`src/rtl/core/gopw_pkg.sv`:
```
// ----------------------------------------------------------------------------
// gopw_pkg
// Shared types and codes for the greedy overlap path walker.
// ----------------------------------------------------------------------------
package gopw_pkg;

    localparam logic [1:0] REQ_LOAD   = 2'd0;
    localparam logic [1:0] REQ_WALK   = 2'd1;
    localparam logic [1:0] REQ_SEARCH = 2'd2;
    localparam logic [1:0] REQ_RSVD   = 2'd3;

    localparam logic CFG_TARGET = 1'b0;
    localparam logic CFG_PROBE  = 1'b1;

    localparam int MAX_RESULTS = 64;

    // controller -> datapath
    typedef struct packed {
        logic load_req;     // capture input beat
        logic write_mem;    // write matrix entry
        logic walk_init;    // start walk at r_walk_start
        logic scan_rd;      // issue row read at scan column
        logic scan_eval;    // evaluate returned entry
        logic step;         // move to best candidate
        logic emit;         // build node result
        logic emit_oob;     // build out-of-range result
        logic emit_summary; // build search summary
        logic search_init;  // clear best summary, start at node 0
        logic search_fold;  // fold finished walk into best
        logic search_next;  // advance search start
    } t_cmd;

    // datapath -> controller
    typedef struct packed {
        logic [1:0] req;
        logic       load_ok;
        logic       start_ok;
        logic       scan_done;  // last column issued
        logic       found;      // candidate found
        logic       count_full; // hit result limit
        logic       search_done; // current walk starts at the last node
    } t_sts;

endpackage

```
`src/rtl/core/gopw_ctrl.sv`:
```
// ----------------------------------------------------------------------------
// gopw_ctrl
// Sequencer for load, walk and search requests and result handshake.
// ----------------------------------------------------------------------------
module gopw_ctrl (
    input  logic           i_clk,
    input  logic           i_rst_n,
    input  logic           i_in_valid,
    output logic           o_in_ready,
    output logic           o_out_valid,
    output logic           o_out_last,
    input  logic           i_out_ready,
    output gopw_pkg::t_cmd o_cmd,
    input  gopw_pkg::t_sts i_sts
);
    typedef enum logic [3:0] {
        S_IDLE, S_DECODE, S_WINIT, S_EMIT, S_SCAN, S_DRAIN, S_DECIDE, S_STEP, S_OUT,
        S_FOLD, S_SUM
    } t_state;

    t_state r_state;
    logic   r_valid, r_last, r_search;

    assign o_in_ready  = (r_state == S_IDLE);
    assign o_out_valid = r_valid;
    assign o_out_last  = r_last;

    always_comb begin
        o_cmd = '0;
        o_cmd.load_req = (r_state == S_IDLE) && i_in_valid;
        unique case (r_state)
            S_DECODE: begin
                o_cmd.write_mem   = (i_sts.req == gopw_pkg::REQ_LOAD) && i_sts.load_ok;
                o_cmd.search_init = (i_sts.req == gopw_pkg::REQ_SEARCH);
                o_cmd.emit_oob    = (i_sts.req == gopw_pkg::REQ_WALK) && !i_sts.start_ok;
            end
            S_WINIT:  o_cmd.walk_init = 1'b1;
            S_EMIT:   o_cmd.emit      = !r_search;
            S_SCAN: begin
                o_cmd.scan_rd   = !i_sts.scan_done;
                o_cmd.scan_eval = 1'b1;
            end
            S_DRAIN:  o_cmd.scan_eval = 1'b1;
            S_STEP:   o_cmd.step      = 1'b1;
            S_FOLD: begin
                o_cmd.search_fold = 1'b1;
                o_cmd.search_next = 1'b1;
            end
            S_SUM:    o_cmd.emit_summary = 1'b1;
            default: ;
        endcase
    end

    // Second S_SCAN cycle sees column 0 a second time; a repeat cannot change the pick
    always_ff @(posedge i_clk) begin
        if (!i_rst_n) begin
            r_state  <= S_IDLE;
            r_valid  <= 1'b0;
            r_last   <= 1'b0;
            r_search <= 1'b0;
        end else begin
            if (r_valid && i_out_ready) r_valid <= 1'b0;
            unique case (r_state)
                S_IDLE: if (i_in_valid) r_state <= S_DECODE;
                S_DECODE: begin
                    unique case (i_sts.req)
                        gopw_pkg::REQ_WALK: begin
                            r_search <= 1'b0;
                            if (i_sts.start_ok) begin
                                r_state <= S_WINIT;
                            end else begin
                                r_valid <= 1'b1;
                                r_last  <= 1'b1;
                                r_state <= S_OUT;
                            end
                        end
                        gopw_pkg::REQ_SEARCH: begin
                            r_search <= 1'b1;
                            r_state  <= S_WINIT;
                        end
                        default: r_state <= S_IDLE;
                    endcase
                end
                S_WINIT: r_state <= S_EMIT;
                S_EMIT: begin
                    if (i_sts.count_full) begin
                        if (r_search) begin
                            r_state <= S_FOLD;
                        end else begin
                            r_valid <= 1'b1;
                            r_last  <= 1'b1;
                            r_state <= S_OUT;
                        end
                    end else begin
                        r_state <= S_SCAN;
                    end
                end
                S_SCAN: if (i_sts.scan_done) r_state <= S_DRAIN;
                S_DRAIN: r_state <= S_DECIDE;
                S_DECIDE: begin
                    if (i_sts.found) begin
                        if (!r_search) r_valid <= 1'b1;
                        r_last  <= 1'b0;
                        r_state <= r_search ? S_STEP : S_OUT;
                    end else if (r_search) begin
                        r_state <= S_FOLD;
                    end else begin
                        r_valid <= 1'b1;
                        r_last  <= 1'b1;
                        r_state <= S_OUT;
                    end
                end
                S_OUT: begin
                    if (i_out_ready) begin
                        r_state <= r_last ? S_IDLE : S_STEP;
                    end
                end
                S_STEP: r_state <= S_EMIT;
                S_FOLD: r_state <= i_sts.search_done ? S_SUM : S_WINIT;
                S_SUM: begin
                    r_valid <= 1'b1;
                    r_last  <= 1'b1;
                    r_state <= S_OUT;
                end
                default: r_state <= S_IDLE;
            endcase
        end
    end
endmodule
```
`config.mk`:
```
export PLATFORM = sky130hd
export DESIGN_NAME = gopw_ctrl
export DESIGN_NICKNAME = d
export VERILOG_FILES = /design/src/rtl/core/gopw_pkg.sv /design/src/rtl/core/gopw_ctrl.sv
export SDC_FILE = /design/constraint.sdc
export NUM_CORES = 1
export LEC_CHECK = 0
export ABC_AREA = 1
export BUFFER_PORTS_ARGS = -buffer_cell sky130_fd_sc_hd__buf_2
export CORE_ASPECT_RATIO = 0.75
export CORE_MARGIN = 2
export CORE_UTILIZATION = 35
export CTS_CLUSTER_SIZE = 12
export DETAILED_ROUTE_END_ITERATION = 7
export MAX_ROUTING_LAYER = met4
export SETUP_SLACK_MARGIN = 0.05
export SYNTH_ARGS = -nofsm -noshare
export SYNTH_HDL_FRONTEND = slang
export SYNTH_SLANG_ARGS = --single-unit
export TNS_END_PERCENT = 5
```
`constraint.sdc`:
```
create_clock -name i_clk -period 3.5 [get_ports i_clk]
set_input_delay 1.05 -clock i_clk [delete_from_list [all_inputs] [get_ports i_clk]]
set_output_delay 1.05 -clock i_clk [all_outputs]
set_load 0.005 [all_outputs]
```
==> key figures, run 1 <==
Critical path
  – Arr. time, crit path: 1.72 ns
  – Max FO, Critical Path: 4
  – Crit start category: input port
  – Reg2Reg Launch Point: r_state[3]
  – Worst setup path class: in -> out
  – Crit end category: primary output
  – Worst EP required: between 2 and 2.5 ns
  – CP Launch Point: i_sts[7]

Routing
  – Remaining antenna violation count: 0
  – Drt pass-1 iters: 4
  – DR vias: between 800 and 900
  – DR iter-0 viols: 17
  – Final WL: roughly 1.9 mm
  – Via density: 4.51
  – Wire per inst: between 10 and 15 microns
  – Residual DRC: 0

Global routing
  – Number of global-route vias before repair: 765
  – GRT Total Usage: between 10% and 20%
  – First-pass GRT wire length: 3.11 mm
  – Overflow after GRT: 0
  – Pin count of the biggest net entering global routing: 7
  – Antenna violations before repair: 0

Pwr
  – Pwr dens: roughly 290 nW/um^2
  – LEAKAGE: 0.557 nW
  – Worst vdd ir: 0.231 mV

Clocking
  – CTS tree: done
  – Reg clk slew, reported paths: 0.05 ns
  – CTS sink cnt: 7
  – CTS Buf Count: 3
  – Root Buffer: clkbuf_4
  – Clk buf depth: 2
  – CTS Hold Bufs: 0
  – CTS H-tree lvls: 1
  – Latest clock arrival within the worst-skew pair: 0.24 ns
  – Post-CTS resize count: 0
  – Post-CTS Setup Bufs: 0

STA
  – Final Setup Violations: 0
  – Hold Vio Cnt, Final: 0
  – Period Utilization, post-route: 79.1%
  – Final Slew Violations: 0
  – RSZ-0062 raised after global routing: false
  – Final Skew: 0.00239 ns
  – Slew headroom: about 73%
  – Slew of the pin with the lowest slew margin: roughly 0.40 ns
  – Fmax: between 0.3 and 0.4 GHz
  – Min cycle time layout: 2.77 ns
  – Final TNS setup: 0 ns

Cells and area
  – Nets: around 180
  – Antenna cell count: 0
  – Share of cells above drive strength 1: a little under a quarter
  – Commonest non-fill, non-tap cell in the layout: nand2_1
  – Most frequent cells in the layout: 37 x nand2_1, 27 x inv_1, 26 x buf_2
  – Final Instance Area: 876 sq um
  – Fillers: 190
  – Synth-to-layout area growth: 25.2%

Die
  – I/O pin total: 27
  – Die area: 2380 sq um
  – DIE HEIGHT: around 43 microns
  – # rows: 13
  – Initial Util: approximately two fifths
  – Die X: approximately 56 microns
  – Core area: 1810 sq um

Place
  – Placer Congestion: between 0.8 and 0.9
  – IO Port Bufs: 26
  – Placed cell area: 850 sq um
  – Post-DP HPWL: 1.61 mm

Yosys
  – Flop and latch count out of synthesis: 7
  – Cell area after synthesis: 699 sq um
  – Post-Syn Instances: around 130
  – Sequential area share after synthesis: 20.0%
  – Syn_nets: 148
  – Area contributors post-synth: dfxtp_1 20%, nand2_1 20%, inv_1 14%, nor2_1 12%, nand3_1 7.2%
  – Synth top area share: 20.0%
  – Post-synth top area cell: dfxtp_1
  – Syn avg cell area: 5.26 sq um
  – Yosys synthesis warning count: 0
  – Synth unique cells: 17

Outcome
  – Outcome: finished, final reports clean

Hold path
  – Hold path startpoint: r_search
  – Hold crit path type: reg -> reg

Run
  – Total of max-cap violations: 0
-- kinds of logic after synthesis --
family | share of synthesized area, %
and+or+nand+nor | 48.3
buffers and inverters | 16.6
AOI/OAI and AO/OA | 9.66
DFF | 20.0
adders and majority gates | 5.37
-- power by group --
part	total [W]	switching (W)	internal [W]	leakage [nW]
logic	0.0000871	0.0000549	0.0000323	0.485
clock network	0.0000690	0.0000258	0.0000432	0.0150
registers	0.0000950	0.00000798	0.0000870	0.0570
-- layer usage --
metal / track usage (%) / routed length [microns]
met2: 24.3 / 733
met1: 24.5 / 1050
met5: - / 0
met3: 1.22 / 65
met4: 7.32 / 12
-- path summary, 6_finish.rpt --
kind                 to  slack (ns)  depth (start not counted)
max            o_cmd[4]        0.73                          6
min            r_search        0.56                          2
max reg2reg  o_out_last        2.17                          8
min reg2reg    r_search        0.56                          2
-- Yosys cell counts --
cell type	n
o21ai_0	7
a21oi_1	4
a21boi_0	1
o21ai_1	1
inv_2	2
dfxtp_1	7
nand3_1	10
nand3b_1	1
inv_1	27
nand2_2	2
nor2_1	23
nor3b_1	1
ha_1	3
nand2_1	37
nor3_1	2
nor2_2	4
buf_4	1
-- worst max-delay path, cell delays in order --
cell     delay, ns
buf_2         0.11
inv_1         0.07
ha_1          0.16
nand2_1       0.10
nor2_1        0.11
buf_2         0.11
-- metrics by stage --
stage          hold slack, ns  std cells  setup slack [ns]  power, W  utilization [%]
6_report                0.559        184             0.731  0.000251             48.5
4_1_cts                 0.563        184             0.727  0.000255             48.5
5_1_grt                 0.605        184             0.644  0.000273             48.5
2_1_floorplan           0.489        133             0.988  0.000152                -
3_3_place_gp            0.557        180             0.771  0.000183             47.1
3_5_place_dp            0.555        180             0.730  0.000183             47.1
-- sequential cells by signal, indices dropped and copies added (netlist names) --
name	count
o_out_last	1
o_out_valid	1
r_search	1
r_state	4
-- layout make-up --
type                            count  area, sq um  share of cell area (%)
Inverter                           29          109                    12.4
Timing Repair Buffer               26          130                    14.9
Sequential cell                     7          140                    16.0
Tap cell                           22         27.5                    3.14
Clock buffer                        4         26.3                    3.00
Multi-Input combinational cell     96          443                    50.6
Power figures use the tool's default switching activity.
==> run 2, diff against run 1 <==
==> constraint.sdc (replaced) <==
create_clock -name i_clk -period 2.7 [get_ports i_clk]
set_input_delay 0.81 -clock i_clk [delete_from_list [all_inputs] [get_ports i_clk]]
set_output_delay 0.81 -clock i_clk [all_outputs]
set_load 0.005 [all_outputs]
==> run 2 against run 1 <==
  * Die area unchanged
  * Clock skew down 0.0017 ns
  * Wire length down 0.59%
  * Non-clock buffer count unchanged
  * Core utilization unchanged
==> key figures, run 2 (synthesis gave the netlist of run 1 again) <==
STA
  – Setup slack after layout: 0.430 ns (-0.301 ns)
  – Final TNS setup: 0 ns (unchanged)
  – Hold Vio Cnt, Final: 0 (unchanged)
  – Period Utilization, post-route: 84.1%
  – Slew headroom: 71.6% (-1.3 points)
  – Slew of the pin with the lowest slew margin: 0.424 ns (+0.0199 ns)
  – Final Slew Violations: 0 (unchanged)
  – Final Skew: 0.000673 ns (-0.00172 ns)
  – Fmax: about 0.44 GHz
  – Final Setup Violations: 0 (unchanged)
  – Min cycle time layout: 2.27 ns
  – RSZ-0062 raised after global routing: false

Die
  – I/O pin total: 27 (unchanged)
  – Die X: 55.6 microns (unchanged)
  – # rows: 13 (unchanged)
  – Core area: 1810 sq um (unchanged)
  – Die area: 2380 sq um (unchanged)
  – DIE HEIGHT: 42.7 microns (unchanged)
  – Initial Util: 38.7% (unchanged)

Pwr
  – Clock Power Share: 28.4% (+0.9 points)
  – Pwr dens: 373 nW/um^2 (+30%)
  – Total internal power: 0.000211 W (+30%)
  – Logic pwr share: 34.1% (-0.6 points)
  – Sw frac: 35.5% (+0.21 points)
  – Worst vdd ir: 0.237 mV (+2.8%)
  – Seq pwr share: 37.6% (-0.2 points)
  – Switching pwr: 0.000116 W (+31%)
  – LEAKAGE: 0.557 nW (unchanged)

Outcome
  – Outcome: finished, final reports clean

Clocking
  – Reg clk slew, reported paths: 0.05 ns (about the same)
  – Root Buffer: clkbuf_4
  – CTS Hold Bufs: 0 (unchanged)
  – Latest clock arrival within the worst-skew pair: 0.25 ns (about the same)
  – Clk buf depth: 2 (unchanged)
  – Post-CTS Setup Bufs: 0 (unchanged)
  – CTS Buf Count: 3 (unchanged)
  – Post-CTS resize count: 0 (unchanged)
  – CTS sink cnt: 7 (unchanged)
  – CTS tree: done
  – CTS H-tree lvls: 1 (unchanged)

Routing
  – Residual DRC: 0 (unchanged)
  – Remaining antenna violation count: 0 (unchanged)
  – Final WL: 1.85 mm (-0.59%)
  – DR vias: 829 (unchanged)
  – Via density: 4.51 (unchanged)
  – Wire per inst: 10.1 microns (-0.59%)
  – Drt pass-1 iters: 4 (unchanged)
  – DR iter-0 viols: 23 (+6)

Critical path
  – Max FO, Critical Path: 4 (unchanged)
  – Worst EP required: 1.89 ns (-0.56 ns)
  – CP Launch Point: i_sts[7]
  – Flop2flop setup slack: 1.34 ns (-0.83 ns)
  – Crit end category: primary output
  – Worst setup path class: in -> out
  – Crit start category: input port
  – Reg2Reg Launch Point: r_state[3]
  – Reg-to-Reg End: o_out_last
  – Reg2Reg Depth: 8 (unchanged)
  – CP endpoint: o_cmd[4]
  – Arr. time, crit path: 1.46 ns (-0.26 ns)

Cells and area
  – Biggest register: r_state
  – Antenna cell count: 0 (unchanged)
  – Commonest non-fill, non-tap cell in the layout: nand2_1
  – Most frequent cells in the layout: 37 x nand2_1, 27 x inv_1, 26 x buf_2
  – Synth-to-layout area growth: 25.2% (unchanged)
  – Fillers: 214 (+13%)
  – Share of cells above drive strength 1: 22.8% (unchanged)
  – Largest register FFs: 4 (unchanged)
  – Nets: 178 (unchanged)

Run
  – Total of max-cap violations: 0 (unchanged)

Global routing
  – Pin count of the biggest net entering global routing: 7 (unchanged)
  – GRT Total Usage: 17.6% (+0.55 points)
  – Number of global-route vias before repair: 756 (-1.2%)
  – First-pass GRT wire length: 3.16 mm (+1.8%)
  – Antenna violations before repair: 0 (unchanged)
  – Overflow after GRT: 0 (unchanged)

Place
  – Post-place setup slack: 0.430 ns (-0.301 ns)
  – Placer Congestion: 0.885 (-0.11%)
  – Post-DP HPWL: 1.58 mm (-2.1%)
  – IO Port Bufs: 26 (unchanged)

Hold path
  – Hold crit path type: reg -> reg
## run 2: worst min-delay path by stage
stage	slack [ns]	from	end	cells past startpoint
finish	0.55	r_search	r_search	2
global route	0.58	r_search	r_search	2
CTS	0.55	r_search	r_search	2
detailed placement	0.54	r_search	r_search	2
global placement	0.56	r_search	r_search	2
floorplan	0.49	r_search	r_search	2
## run 2: cell type report
type	count	area [sq um]	share of cell area, %
Multi-Input combinational cell	96	443	50.6
Sequential cell	7	140	16.0
Timing Repair Buffer	26	130	14.9
Inverter	29	109	12.4
Tap cell	22	27.5	3.14
Clock buffer	4	26.3	3.00
## run 2: critical path, cell delays in order
cell	delay (ns)
buf_2	0.11
inv_1	0.07
ha_1	0.16
nand2_1	0.10
nor2_1	0.10
buf_2	0.11
## run 2: per-stage QoR
stage | power, W | instances | hold WS, ns | instance area [sq um] | utilization, %
final | 0.000327 | 184 | 0.553 | 876 | 48.5
after global routing | 0.000359 | 184 | 0.582 | 876 | 48.5
after CTS | 0.000333 | 184 | 0.554 | 876 | 48.5
after detailed placement | 0.000236 | 180 | 0.544 | 850 | 47.1
after global placement | 0.000238 | 180 | 0.557 | 850 | 47.1
after floorplan | 0.000197 | 133 | 0.489 | 699 | -
## run 2: power by group through the flow
stage / sequential (W) / combinational [W] / clock [W]
after global routing: 0.000124 / 0.000132 / 0.000104
after global placement: 0.000125 / 0.000113 / 0
after floorplan: 0.000123 / 0.0000739 / 0
after CTS: 0.000123 / 0.000111 / 0.0000991
final: 0.000123 / 0.000111 / 0.0000927
after detailed placement: 0.000125 / 0.000111 / 0
## run 2: routing by layer
| layer | up-vias | track usage (%) | share of wire, % |
|---|---|---|---|
| li1 | 460 | - | - |
| met1 | 336 | 24.0 | 54 |
| met2 | 28 | 25.2 | 38 |
| met3 | 5 | 1.22 | 5.3 |
| met4 | 0 | 10.7 | 2.4 |
| met5 | - | - | 0 |
==> run 3, diff against run 2 <==
==> constraint.sdc (replaced) <==
create_clock -name i_clk -period 1.9 [get_ports i_clk]
set_input_delay 0.57 -clock i_clk [delete_from_list [all_inputs] [get_ports i_clk]]
set_output_delay 0.57 -clock i_clk [all_outputs]
set_load 0.005 [all_outputs]
==> run 3 against run 2 <==
  * Hold slack improved by 0.011 ns
  * Combinational power rose by 47%
  * Via count rose by 6.2%
  * Critical path type unchanged
  * Highest routed layer unchanged
  * Total power rose by 45%
  * Core utilization rose by 0.83 points
  * Final cell count rose by 1.1%
  * Critical path depth did not move
  * Clock power rose by 46%
  * Cell area rose by 1.7%
  * Wire length rose by 3.7%
  * Count of clock-buffer cells in the layout did not move
  * Critical endpoint unchanged
==> key figures, run 3 (synthesis gave the netlist of run 1 again) <==
Global routing
  – Overflow after GRT: 0 (unchanged)
  – Antenna violations before repair: 0 (unchanged)
  – GRT Total Usage: 17.4% (-0.17 points)
  – First-pass GRT wire length: 3.12 mm (-1.3%)
  – Pin count of the biggest net entering global routing: 7 (unchanged)
  – Number of global-route vias before repair: 735 (-2.8%)

Routing
  – DR vias: 880 (+6.2%)
  – Final WL: 1.92 mm (+3.7%)
  – Via density: 4.73 (+5.0%)
  – Wire per inst: 10.3 microns (+2.6%)
  – DR iter-0 viols: 55 (+140%)
  – Drt pass-1 iters: 4 (unchanged)
  – Remaining antenna violation count: 0 (unchanged)
  – Residual DRC: 0 (unchanged)

Die
  – Core area: 1810 sq um (unchanged)
  – Die X: 55.6 microns (unchanged)
  – Initial Util: 38.7% (unchanged)
  – I/O pin total: 27 (unchanged)
  – # rows: 13 (unchanged)
  – DIE HEIGHT: 42.7 microns (unchanged)
  – Die area: 2380 sq um (unchanged)

Critical path
  – Worst path most repeated cell: buf_2
  – Crit-path slowest cell: ha_1
  – Worst Path Buf+Inv: 3 (unchanged)
  – Crit-path max cell delay: 0.16 ns (about the same)
  – Crit start category: input port
  – CP Cell Sequence: buf_2, inv_1, ha_1, nand2_1, nor2_1, buf_2
  – Arr. time, crit path: 1.23 ns (-0.23 ns)
  – Crit end category: primary output
  – Max FO, Critical Path: 4 (unchanged)
  – Worst EP required: 1.33 ns (-0.56 ns)
  – Worst setup path class: in -> out
  – Top delay family on crit path: buffers and inverters

STA
  – Final TNS setup: 0 ns (unchanged)
  – Fmax: 0.555 GHz
  – Min cycle time layout: 1.80 ns
  – Slew of the pin with the lowest slew margin: 0.245 ns (-0.179 ns)
  – Final Slew Violations: 0 (unchanged)
  – Final Setup Violations: 0 (unchanged)
  – Final Skew: 0.00609 ns (+0.00541 ns)
  – Period Utilization, post-route: between 90 and 100%
  – Hold Vio Cnt, Final: 0 (unchanged)
  – RSZ-0062 raised after global routing: true
  – Slew headroom: 83.5% (+12 points)

Cells and area
  – Most frequent cells in the layout: 37 x nand2_1, 27 x inv_1, 26 x buf_2
  – Share of cells above drive strength 1: 23.8% (+0.94 points)
  – Fillers: 199 (-7.0%)
  – Nets: 180 (+1.1%)
  – Biggest register: r_state
  – Synth-to-layout area growth: 27.4%
  – Commonest non-fill, non-tap cell in the layout: nand2_1
  – Antenna cell count: 0 (unchanged)
  – Largest register FFs: 4 (unchanged)

Place
  – Post-DP HPWL: 1.65 mm (+4.7%)
  – Placer Congestion: 0.902 (+1.9%)
  – IO Port Bufs: 26 (unchanged)

Clocking
  – Latest clock arrival within the worst-skew pair: 0.25 ns (about the same)
  – Clk buf depth: 2 (unchanged)
  – Root Buffer: clkbuf_4
  – Reg clk slew, reported paths: 0.05 ns (about the same)
  – CTS tree: done
  – CTS Buf Count: 3 (unchanged)
  – CTS Hold Bufs: 0 (unchanged)
  – Post-CTS resize count: 0 (unchanged)
  – Post-CTS Setup Bufs: 0 (unchanged)
  – CTS sink cnt: 7 (unchanged)
  – CTS H-tree lvls: 1 (unchanged)

Pwr
  – Pwr dens: 531 nW/um^2 (+42%)
  – Worst vdd ir: 0.402 mV (+70%)
  – LEAKAGE: 0.567 nW (+1.7%)
  – Design Power: 0.000473 W (+45%)

Outcome
  – Outcome: finished, final reports clean

Hold path
  – Hold crit path type: reg -> reg

Run
  – Total of max-cap violations: 0 (unchanged)
[run 3: changes by cell type in the layout (fill, tap and decap cells not counted)]
cell	before	now
buf_4	0	2
[run 3: metal layers]
layer / vias to the layer above / track usage [%] / wire [microns]
met2: 38 / 23.8 / 756
li1: 462 / - / -
met3: 5 / 1.22 / 130
met5: - / - / 0
met1: 375 / 25.5 / 998
met4: 0 / 8.78 / 37
[run 3: power by group]
group / internal (W) / switching, W
sequential: 0.000160 / 0.0000148
combinational: 0.0000618 / 0.000101
clock: 0.0000801 / 0.0000549
total: 0.000302 / 0.000171
[run 3: tightest hold or removal path: stages, from the launching register on]
cell and delay, ns:
dfxtp_1 0.35, inv_1 0.10, a21oi_1 0.06
[run 3: final cells by class]
type	instances	area, sq um	share of cell area, %
clock buffers	4	26.3	2.95
flip-flops and latches	7	140	15.7
multi-input cells	96	443	49.7
inverters	29	109	12.2
well taps	22	27.5	3.09
repair buffers	28	145	16.3
[run 3: final timing paths]
kind | startpoint | slack (ns) | endpoint | depth (start not counted)
worst max-delay path | i_sts[7] | 0.1 | o_cmd[4] | 6
worst max register to register | r_state[1] | 0.61 | r_state[2] | 6
worst min-delay path | r_search | 0.56 | r_search | 2
worst min register to register | r_search | 0.56 | r_search | 2
[run 3: per-stage QoR]
| stage | worst slack (ns) | instances | hold WS, ns | util (%) | area [sq um] |
|---|---|---|---|---|---|
| finish | 0.0983 | 186 | 0.564 | 49.3 | 891 |
| global route | 0.0190 | 186 | 0.584 | 49.3 | 891 |
| CTS | 0.110 | 186 | 0.553 | 49.3 | 891 |
| detailed placement | 0.112 | 182 | 0.544 | 47.9 | 865 |
| global placement | 0.135 | 182 | 0.556 | 47.9 | 865 |
| floorplan | 0.348 | 133 | 0.489 | - | 699 |
